===== src/hw/rtl/strided_copy_plan_generator_assert.svh =====
// Assertion macros for the strided copy plan generator.
`ifndef STRIDED_COPY_PLAN_GENERATOR_ASSERT_SVH
`define STRIDED_COPY_PLAN_GENERATOR_ASSERT_SVH
`ifndef SYNTHESIS
`define SCPG_ASSERT(lbl, clk, rstn, prop) \
  lbl: assert property (@(posedge clk) disable iff (!rstn) prop) \
    else $error("scpg assertion failed");
`define SCPG_NEVER(lbl, clk, rstn, expr) \
  lbl: assert property (@(posedge clk) disable iff (!rstn) !(expr)) \
    else $error("scpg forbidden condition seen");
`else
`define SCPG_ASSERT(lbl, clk, rstn, prop)
`define SCPG_NEVER(lbl, clk, rstn, expr)
`endif
`endif


===== src/hw/rtl/scpg_pkg.sv =====
// Shared types and constants of the strided copy plan generator.
`default_nettype none
package scpg_pkg;
  localparam int MAX_DIMS_DEF = 8;
  localparam int IDX_W = 4;
  localparam int CNT_W = IDX_W + 1;
  localparam int ESZ_W = 5;
  localparam logic [ESZ_W-1:0] ESZ_RESET = 5'd1;

  typedef enum logic [3:0] {
    S_LOAD, S_OVLP, S_EMPTY, S_FUSE_SCAN, S_FUSE_WAIT, S_ORD_SCAN, S_ORD_COMMIT,
    S_MUL_S, S_MUL_D, S_MUL_BS, S_MUL_BD, S_DRAIN, S_HDR, S_LVL
  } state_t;

  typedef enum logic [2:0] {
    MUL_NONE, MUL_FUSE, MUL_SIDX, MUL_DIDX, MUL_BS, MUL_BD
  } mul_op_t;

  typedef struct packed {
    logic             load;
    logic [IDX_W-1:0] idx;
    logic             use_order;
    logic [IDX_W-1:0] lvl;
    logic             ov_en;
    logic             fuse_init;
    mul_op_t          mul_op;
    logic             ord_scan;
    logic             ord_clear;
    logic             ord_commit;
    logic             out_empty;
    logic             out_hdr;
    logic             out_lvl;
  } cmd_t;

  typedef struct packed {
    logic [CNT_W-1:0] n;
    logic [CNT_W-1:0] levels;
    logic             ov_empty;
    logic             fuse_match;
    logic             fuse_brk;
    logic             found;
    logic             out_free;
  } stat_t;
endpackage
`default_nettype wire


===== src/hw/rtl/scpg_ctrl.sv =====
// Controller state machine that sequences loading, planning and emission.
`default_nettype none
module scpg_ctrl (
  input  wire logic            clk,
  input  wire logic            rst_n,
  input  wire logic            in_valid,
  input  wire logic            in_last_dim,
  output logic                 in_stall,
  input  wire scpg_pkg::stat_t stat,
  output scpg_pkg::cmd_t       cmd
);
  import scpg_pkg::*;

  state_t state_r, state_nxt;
  logic [IDX_W-1:0] i_r, i_nxt, j_r, j_nxt;
  logic [CNT_W-1:0] n_m1, lv_m1;
  logic last_i, last_j;

  assign n_m1   = stat.n - 1'b1;
  assign lv_m1  = stat.levels - 1'b1;
  assign last_i = {1'b0, i_r} == n_m1;
  assign last_j = {1'b0, j_r} == lv_m1;

  always_ff @(posedge clk) begin
    if (!rst_n) begin
      state_r <= S_LOAD;
      i_r     <= '0;
      j_r     <= '0;
    end else begin
      state_r <= state_nxt;
      i_r     <= i_nxt;
      j_r     <= j_nxt;
    end
  end

  always_comb begin
    state_nxt = state_r;
    i_nxt     = i_r;
    j_nxt     = j_r;
    case (state_r)
      S_LOAD: begin
        if (in_valid && in_last_dim) begin
          state_nxt = S_OVLP;
          i_nxt     = '0;
        end
      end
      S_OVLP: begin
        if (stat.ov_empty) begin
          state_nxt = S_EMPTY;
        end else if (last_i) begin
          state_nxt = S_FUSE_SCAN;
          i_nxt     = n_m1[IDX_W-1:0];
        end else begin
          i_nxt = i_r + 1'b1;
        end
      end
      S_EMPTY: begin
        if (stat.out_free) state_nxt = S_LOAD;
      end
      S_FUSE_SCAN: begin
        if (stat.fuse_match) begin
          state_nxt = S_FUSE_WAIT;
        end else if (i_r == '0) begin
          state_nxt = S_ORD_SCAN;
        end else begin
          i_nxt = i_r - 1'b1;
        end
      end
      S_FUSE_WAIT: begin
        if (stat.fuse_brk) begin
          state_nxt = S_ORD_SCAN;
          i_nxt     = '0;
        end else begin
          state_nxt = S_FUSE_SCAN;
          i_nxt     = n_m1[IDX_W-1:0];
        end
      end
      S_ORD_SCAN: begin
        if (last_i) state_nxt = S_ORD_COMMIT;
        else i_nxt = i_r + 1'b1;
      end
      S_ORD_COMMIT: begin
        state_nxt = stat.found ? S_ORD_SCAN : S_MUL_S;
        i_nxt     = '0;
      end
      S_MUL_S: state_nxt = S_MUL_D;
      S_MUL_D: begin
        if (last_i) begin
          state_nxt = (stat.levels == '0) ? S_DRAIN : S_MUL_BS;
          j_nxt     = '0;
        end else begin
          state_nxt = S_MUL_S;
          i_nxt     = i_r + 1'b1;
        end
      end
      S_MUL_BS: state_nxt = S_MUL_BD;
      S_MUL_BD: begin
        if (last_j) begin
          state_nxt = S_DRAIN;
        end else begin
          state_nxt = S_MUL_BS;
          j_nxt     = j_r + 1'b1;
        end
      end
      S_DRAIN: begin
        state_nxt = S_HDR;
        j_nxt     = '0;
      end
      S_HDR: begin
        if (stat.out_free) state_nxt = (stat.levels == '0) ? S_LOAD : S_LVL;
      end
      S_LVL: begin
        if (stat.out_free) begin
          if (last_j) state_nxt = S_LOAD;
          else j_nxt = j_r + 1'b1;
        end
      end
      default: state_nxt = S_LOAD;
    endcase
  end

  always_comb begin
    cmd        = '0;
    cmd.mul_op = MUL_NONE;
    cmd.idx    = i_r;
    cmd.lvl    = j_r;
    in_stall   = 1'b1;
    case (state_r)
      S_LOAD: begin
        in_stall = 1'b0;
        cmd.load = in_valid;
      end
      S_OVLP: begin
        cmd.ov_en     = 1'b1;
        cmd.fuse_init = last_i && !stat.ov_empty;
      end
      S_EMPTY:      cmd.out_empty = stat.out_free;
      S_FUSE_SCAN: begin
        if (stat.fuse_match) cmd.mul_op = MUL_FUSE;
        cmd.ord_clear = !stat.fuse_match && (i_r == '0);
      end
      S_FUSE_WAIT:  cmd.ord_clear = stat.fuse_brk;
      S_ORD_SCAN:   cmd.ord_scan = 1'b1;
      S_ORD_COMMIT: cmd.ord_commit = stat.found;
      S_MUL_S:      cmd.mul_op = MUL_SIDX;
      S_MUL_D:      cmd.mul_op = MUL_DIDX;
      S_MUL_BS: begin
        cmd.use_order = 1'b1;
        cmd.mul_op    = MUL_BS;
      end
      S_MUL_BD: begin
        cmd.use_order = 1'b1;
        cmd.mul_op    = MUL_BD;
      end
      S_DRAIN: ;
      S_HDR:        cmd.out_hdr = stat.out_free;
      S_LVL: begin
        cmd.use_order = 1'b1;
        cmd.out_lvl   = stat.out_free;
      end
      default: ;
    endcase
  end
endmodule
`default_nettype wire


===== config.mk =====
export PLATFORM = sky130hd
export DESIGN_NAME = scpg_ctrl
export DESIGN_NICKNAME = d
export VERILOG_FILES = /design/src/hw/rtl/strided_copy_plan_generator_assert.svh /design/src/hw/rtl/scpg_pkg.sv /design/src/hw/rtl/scpg_ctrl.sv
export SDC_FILE = /design/constraint.sdc
export NUM_CORES = 1
export LEC_CHECK = 0
export BUFFER_PORTS_ARGS = -buffer_cell sky130_fd_sc_hd__buf_2
export CELL_PAD_IN_SITES_DETAIL_PLACEMENT = 1
export CELL_PAD_IN_SITES_GLOBAL_PLACEMENT = 2
export CORE_ASPECT_RATIO = 0.7
export CORE_UTILIZATION = 29
export CTS_CLUSTER_DIAMETER = 150
export DETAILED_ROUTE_END_ITERATION = 6
export PLACE_DENSITY = 0.83
export SLEW_MARGIN = 30
export SYNTH_ARGS = -nofsm -noshare
export SYNTH_HDL_FRONTEND = slang
export SYNTH_SLANG_ARGS = --single-unit

===== constraint.sdc =====
create_clock -name clk -period 2.9 [get_ports clk]
set_input_delay 0.29 -clock clk [delete_from_list [all_inputs] [get_ports clk]]
set_output_delay 0.29 -clock clk [all_outputs]
set_load 0.1 [all_outputs]

## After elaboration in Yosys (flattened, before gate mapping)

Cells that the tools add are included.

| word-level totals | value |
|---|---|
| bits in registers | 12 |
| word-level logic and storage cells | 92 |
| output and inout bits | 22 |

| cells by class | value |
|---|---|
| mux-type cells | 41 |
| $add $sub $neg | 5 |
| equal/unequal tests | 28 |
| reductions and logical operators | 15 |

Operator list:

| cell | number |
|---|---|
| $mux W4 | 22 |
| $pmux W4 S14 | 1 |
| $eq A4 B4 Y1 const B | 6 |
| $pmux W4 S6 | 1 |
| $ne A2 B2 Y1 const B | 11 |
| $eq A4 B3 Y1 const B | 4 |
| $pmux W4 S4 | 1 |
| $pmux W3 S5 | 1 |
| $eq A4 B5 Y1 | 2 |
| $sub A5 B1 Y5 const B | 2 |
| $mux W1 | 9 |
| $add A4 B1 Y4 const B | 2 |
| $eq A4 B2 Y1 const B | 2 |
| $logic_not A4 Y1 | 2 |
| $mux W2 | 4 |
| $reduce_and A8 Y1 | 1 |
| $ne A3 B3 Y1 const B | 2 |
| $reduce_and A6 Y1 | 1 |
| $reduce_bool A6 Y1 | 1 |
| $logic_not A5 Y1 | 1 |
| $eq A4 B1 Y1 const B | 1 |
| $reduce_bool A4 Y1 | 1 |
| $sub A4 B1 Y4 const B | 1 |
| $logic_and A1 B1 Y1 | 3 |
| 6 further kinds | 7 |

## Logic depth before layout (Yosys ltp)

Gate-level depths: netlist (run 1).

| depth | value |
|---|---|
| depth after elaboration | 5 |
| depth in mapped cells | 9 |

## Worst setup path after synthesis (run 1)

Ideal clock, no wire load.

| path | value |
|---|---|
| path kind | register -> register |
| start point | register state_r[0] |
| end point | register i_r[3] |
| path slack | -1.914 ns |
| setup time | 0.071 ns |
| buffers on the path | 1 |
| arrival time | 4.743 ns |
| cell stages (with the launch flop) | 8 |
| clock period less this slack | 4.814 ns |
| cells stage by stage | dfxtp_1 -> buf_2 -> nor4bb_1 -> nor2_1 -> o31ai_1 -> a221o_1 -> o21ai_0 -> o2bb2ai_1 |

| on the way | value |
|---|---|
| longest elaborated chain between the ends | 4 |
| elaborated cells between the ends (all ways) | 16 |

RTL lines:

| element | line | text |
|---|---|---|
| from (decl) | scpg_ctrl.sv:14 | `state_t state_r, state_nxt;` |
| from (signal assigned) | scpg_ctrl.sv:30 | `state_r <= state_nxt;` |
| $eq A4 B3 Y1 / $eq A4 B4 Y1 (equally long branches) | scpg_ctrl.sv:40 | `case (state_r)` |
| $reduce_or A2 Y1 (no line) | -- |  |
| $reduce_bool A6 Y1 (no line) / $ne A2 B2 Y1 (equally long branches) | -- |  |
| $reduce_and A6 Y1 (no line) | -- |  |
| to (signal assigned) | scpg_ctrl.sv:31 | `i_r <= i_nxt;` |
| to (decl) | scpg_ctrl.sv:15 | `logic [IDX_W-1:0] i_r, i_nxt, j_r, j_nxt;` |

Several ways; a longest one is shown, not always the timed one.
A chain may end at the register's enable or synchronous reset.

==> results of run 1 <==
area by class of cell:
cell class / instances / area (um2)
sequential: 12 / 244
tap: 72 / 90.1
multi-input combinational: 186 / 1290
inverter: 10 / 42.5
timing repair buffer: 51 / 298
clock buffer: 4 / 55.1
fill: 690 / 3290
per-stage QoR:
stage / cell area [um2] / power (mW)
CTS: 2020 / 1.89
global route: 2020 / 2.01
finish: 2020 / 1.90
global placement: 1970 / 1.68
detailed placement: 1970 / 1.68
floorplan: 1650 / 1.34
cells in the mapped netlist, drive strengths merged, types with 3 or more instances:
cell type	count	area [um2]
and2	3	20.0
o221ai	3	26.3
a21oi	16	80.1
nand2b	13	81.3
nor2	12	45.0
o211ai	3	22.5
and3	6	37.5
nor3	7	40.0
a32oi	3	45.1
dfxtp	12	240
nand3	6	30.0
mux2i	3	30.0
inv	9	33.8
xor2	8	70.1
clkbuf	8	31.3
a22o	3	26.3
ha	5	62.6
a21o	3	25.0
nor2b	9	56.3
nor4bb	3	30.0
o32ai	3	26.3
buf	6	42.5
o311a	3	30.0
o21ai	15	75.1
o22ai	5	31.3
nand2	21	86.3
worst max-delay path, stage by stage:
cell	delay, ns
buf_2	0.14
inv_1	0.06
ha_1	0.24
xor2_1	0.20
o32a_1	0.32
a211o_1	0.49
nor3_4	0.29
buf_12	0.20
path summary, 6_finish.rpt:
kind	startpoint	end	slack, ns	cells after the start
worst min register to register	j_r[3]$_SDFFE_PN0P_	j_r[3]$_SDFFE_PN0P_	0.54	2
worst max register to register	i_r[3]$_SDFFE_PN0P_	state_r[2]$_SDFFE_PN0P_	0.58	6
worst max-delay path	stat[10]	cmd[9]	0.37	8
worst min-delay path	rst_n	state_r[3]$_SDFFE_PN0P_	0.42	2
flip-flops by register name (all words and copies together), names as in the netlist:
signal	cells
i_r	4
state_r	4
j_r	4
cell families after synthesis:
| family | after synthesis |
|---|---|
| buf+inv | 24 |
| fa+ha+maj | 5 |
| compound gates | 76 |
| simple gates | 92 |
| flops | 12 |
| mux | 3 |
| xor+xnor | 10 |
where the power goes:
part / leakage, nW / total [mW] / switching, mW / internal [mW]
Clock: 0.0288 / 0.195 / 0.0746 / 0.120
Sequential: 0.0991 / 0.313 / 0.114 / 0.199
Combinational: 0.767 / 1.39 / 0.953 / 0.440
Total: 0.894 / 1.90 / 1.14 / 0.759
routing by layer:
metal	vias up	wire length, um
met5	-	0
met4	0	59
met3	5	243
met2	49	2280
met1	928	3250
li1	917	-
==> out/summary.txt, run 1 <==
outcome - complete, no violations
Synth warnings - 0
met2 usage - 29.1%
multiplexer share of the synthesized area - 1.85%
CTS tree - done
Die Y-Extent - 64.5 um
drt via density - 5.67
compound-cell area share of the yosys netlist - 34.1%
Setup CP Type - in -> out
CP Launch Type - input pin
routability cong. - 0.774
Cells after Synth - 222
GRT met3 Usage - 2.35%
Pleak - 0.894 nW
WHS - 0.425 ns
# clock sinks - 12
total CTS buffers - 3
via count - 1,899
IO Port Bufs - 40
Total GRT Usage - 20.6%
core area - 5310 um2
worst setup skew after layout - 0.00894 ns
initial antenna violation count - 0
fin worst setup slack - 0.367 ns
Seq/Total Area, Yosys - 14.8%
met1 usage - 32.0%
CP max FO - 10
gr ovfl total - 0
Pins Over Slew Limit - 0
most common cell after layout, fill and taps aside - buf_2
clk buf depth - 2
max cap viols - 0
H-tree depth - 1
data arrival time of the worst path - 2.24 ns
top_reg_cell synth - dfxtp_1
largest family of logic cells by synthesized area - compound AO/OA/AOI/OAI gates
Die Area - 5900 um2
CTS clk-pin slew, worst paths - 0.05 ns
largest net degree at the start of global routing - 18
CTS root buf - clkbuf_8
Post-DRT Antenna Nets - 0
DPL Wire Length - 4660 um
fin crit share - 87.4%
most frequent cells in the layout - buf_2, nand2_1, o21ai_0, a21oi_1, nand2b_1
synth unique cells - 60
worst hold path type - in -> reg
achievable frequency - 395 MHz
Layout area overhead - 24.9%
EDFF count, synth - 0
# diodes - 0
Syn Std Cell Area - 1620 um2
Post-Synth Adder-Cell Area - 3.86%
Die W - 91.3 um
Req. time, crit path - 2.61 ns
Post-Place Cells - 331
drt first pass iters - 4
worst rel slew slack - 50.3%
Mapped Avg Cell Area - 7.30 um2
vias in the first global route - 1,862
Final Hold Viols - 0
CP Capture Type - output pin
post_cts resized - 0
Routed Wire Length - 5830 um
RSZ-0062 raised after global routing - no
min Tclk post-route - 2.53 ns
synthesized flop and latch total - 12
layout cells sized above 1 - 27.0%
Ports - 41
Final Util - 38.1%
DR WL/cell - 17.4 um
post-CTS setup buffers - 0
final setup TNS - 0 ns
PwrDens - 940 nW/um2
setup violators final - 0
drt initial violations - 136
syn nets - 246
DR DRC count - 0
Least-Margin Pin Slew - 0.738 ns
peak supply drop - 0.000304 V
starting density of the core - 30.5%
Final Non-Filler Cells - 335
final net count - 288
Synth Area in Simple Gates - 31.9%
Top Usage Layer GRT - met1
Cell Rows - 22
Setup WS pre-CTS - 0.255 ns
Clk Latency, worst-skew pair - 0.25 ns
first-pass GRT wire length - 9580 um
cts hold-fix bufs - 0
Post-synth ARST share - 0%
area share of xor/xnor cells in the synthesized design - 6.25%
(Power assumes the default switching activity.)
==> inputs of run 2 (changes only) <==
- REMOVE_ABC_BUFFERS: default -> 1
==> out/summary.txt, run 2 (synthesis gave the netlist of run 1 again) <==
outcome - complete, no violations
worst hold path type - in -> reg
total CTS buffers - 3
Pleak - 0.874 nW
fin crit share - 89.3%
DPL Wire Length - 4500 um
post_cts resized - 0
final net count - 286
Clk Latency, worst-skew pair - 0.25 ns
Die Area - 5900 um2
clk buf depth - 2
routability cong. - 0.852
data arrival time of the worst path - 2.30 ns
CP Launch Type - flip-flop
most frequent cells in the layout - buf_2, nand2_1, a21oi_1
drt first pass iters - 4
first-pass GRT wire length - 9430 um
IO Port Bufs - 40
crit path max-delay cell type - dfxtp_1
fin worst setup slack - 0.311 ns
Post-DRT Antenna Nets - 0
min Tclk post-route - 2.59 ns
CTS clk-pin slew, worst paths - 0.06 ns
Die Y-Extent - 64.5 um
vias in the first global route - 1,735
DR WL/cell - 17.0 um
initial antenna violation count - 0
CP max FO - 13
Least-Margin Pin Slew - 0.739 ns
DR DRC count - 0
worst rel slew slack - 50.3%
gr ovfl total - 0
WHS - 0.432 ns
# diodes - 0
drt initial violations - 186
cts hold-fix bufs - 0
Total Power - 1.85 mW
Routed Wire Length - 5670 um
Layout area overhead - 21.9%
H-tree depth - 1
Req. time, crit path - 2.61 ns
starting density of the core - 30.5%
most common cell after layout, fill and taps aside - buf_2
Ports - 41
CP Capture Type - output pin
Final Non-Filler Cells - 333
setup violators final - 0
worst setup skew after layout - 0.00938 ns
Die W - 91.3 um
drt via density - 5.57
core area - 5310 um2
CTS tree - done
Total GRT Usage - 20.2%
Cell Rows - 22
PwrDens - 936 nW/um2
RSZ-0062 raised after global routing - no
Pins Over Slew Limit - 0
Largest regs - i_r (4), j_r (4), state_r (4)
Setup WS pre-CTS - 0.335 ns
achievable frequency - 386 MHz
Setup CP Type - reg -> out
largest net degree at the start of global routing - 21
peak supply drop - 0.000285 V
crit-path cells - nand3b_1 > o32a_1 > a211o_1 > nor3_1 > buf_12
CTS root buf - clkbuf_8
via count - 1,854
Worst path max stage delay - 0.63 ns
Final Util - 37.2%
Final Hold Viols - 0
max cap viols - 0
layout cells sized above 1 - 24.1%
Post-Place Cells - 329
post-CTS setup buffers - 0
# clock sinks - 12
## run 2: changes by cell type in the layout (fill, tap and decap cells not counted)
| cell | change |
|---|---|
| dfxtp_1 | +3 |
| dfxtp_2 | -3 |
| buf_4 | -2 |
| a21oi_1 | +1 |
| a21oi_2 | -1 |
| nor3_1 | +1 |
| nor3_4 | -1 |
| nor4bb_1 | +1 |
| nor4bb_4 | -1 |
## run 2: final timing paths
check,startpoint,end,slack [ns],depth (start not counted)
min,rst_n,state_r[3]$_SDFFE_PN0P_,0.43,2
min reg2reg,j_r[3]$_SDFFE_PN0P_,j_r[3]$_SDFFE_PN0P_,0.52,2
max reg2reg,i_r[2]$_SDFFE_PN0P_,state_r[2]$_SDFFE_PN0P_,0.60,6
max,i_r[2]$_SDFFE_PN0P_,cmd[9],0.31,5
## run 2: per-layer routing
metal	GRT usage, %	wire (um)	vias up
met5	0	0	-
li1	-	-	909
met2	27.6	2170	56
met4	5.16	65	0
met3	1.88	346	6
met1	32.5	3090	883
## run 2: layout make-up
type / count / area, um2
Clock buffer: 4 / 55.1
Fill cell: 691 / 3340
Inverter: 10 / 42.5
Multi-Input combinational cell: 186 / 1260
Sequential cell: 12 / 240
Tap cell: 72 / 90.1
Timing Repair Buffer: 49 / 283
## run 2: critical path, delay by kind of cell, from the launching register on
| kind | cells | cell delay, ns |
|---|---|---|
| AO/OA/AOI/OAI | 2 | 0.65 |
| buffers and inverters | 1 | 0.23 |
| flip-flops | 1 | 0.63 |
| AND/OR/NAND/NOR | 2 | 0.53 |
## run 2: stage by stage
step | setup TNS (ns) | area (um2)
after detailed placement | 0 | 1920
after CTS | 0 | 1970
after global placement | 0 | 1920
after global routing | 0 | 1970
after floorplan | -10.18 | 1550
final | 0 | 1970
## run 2: power by group
part	switching (mW)	total, mW	internal (mW)
combinational	0.978	1.39	0.409
sequential	0.0748	0.273	0.198
clock	0.0677	0.188	0.120
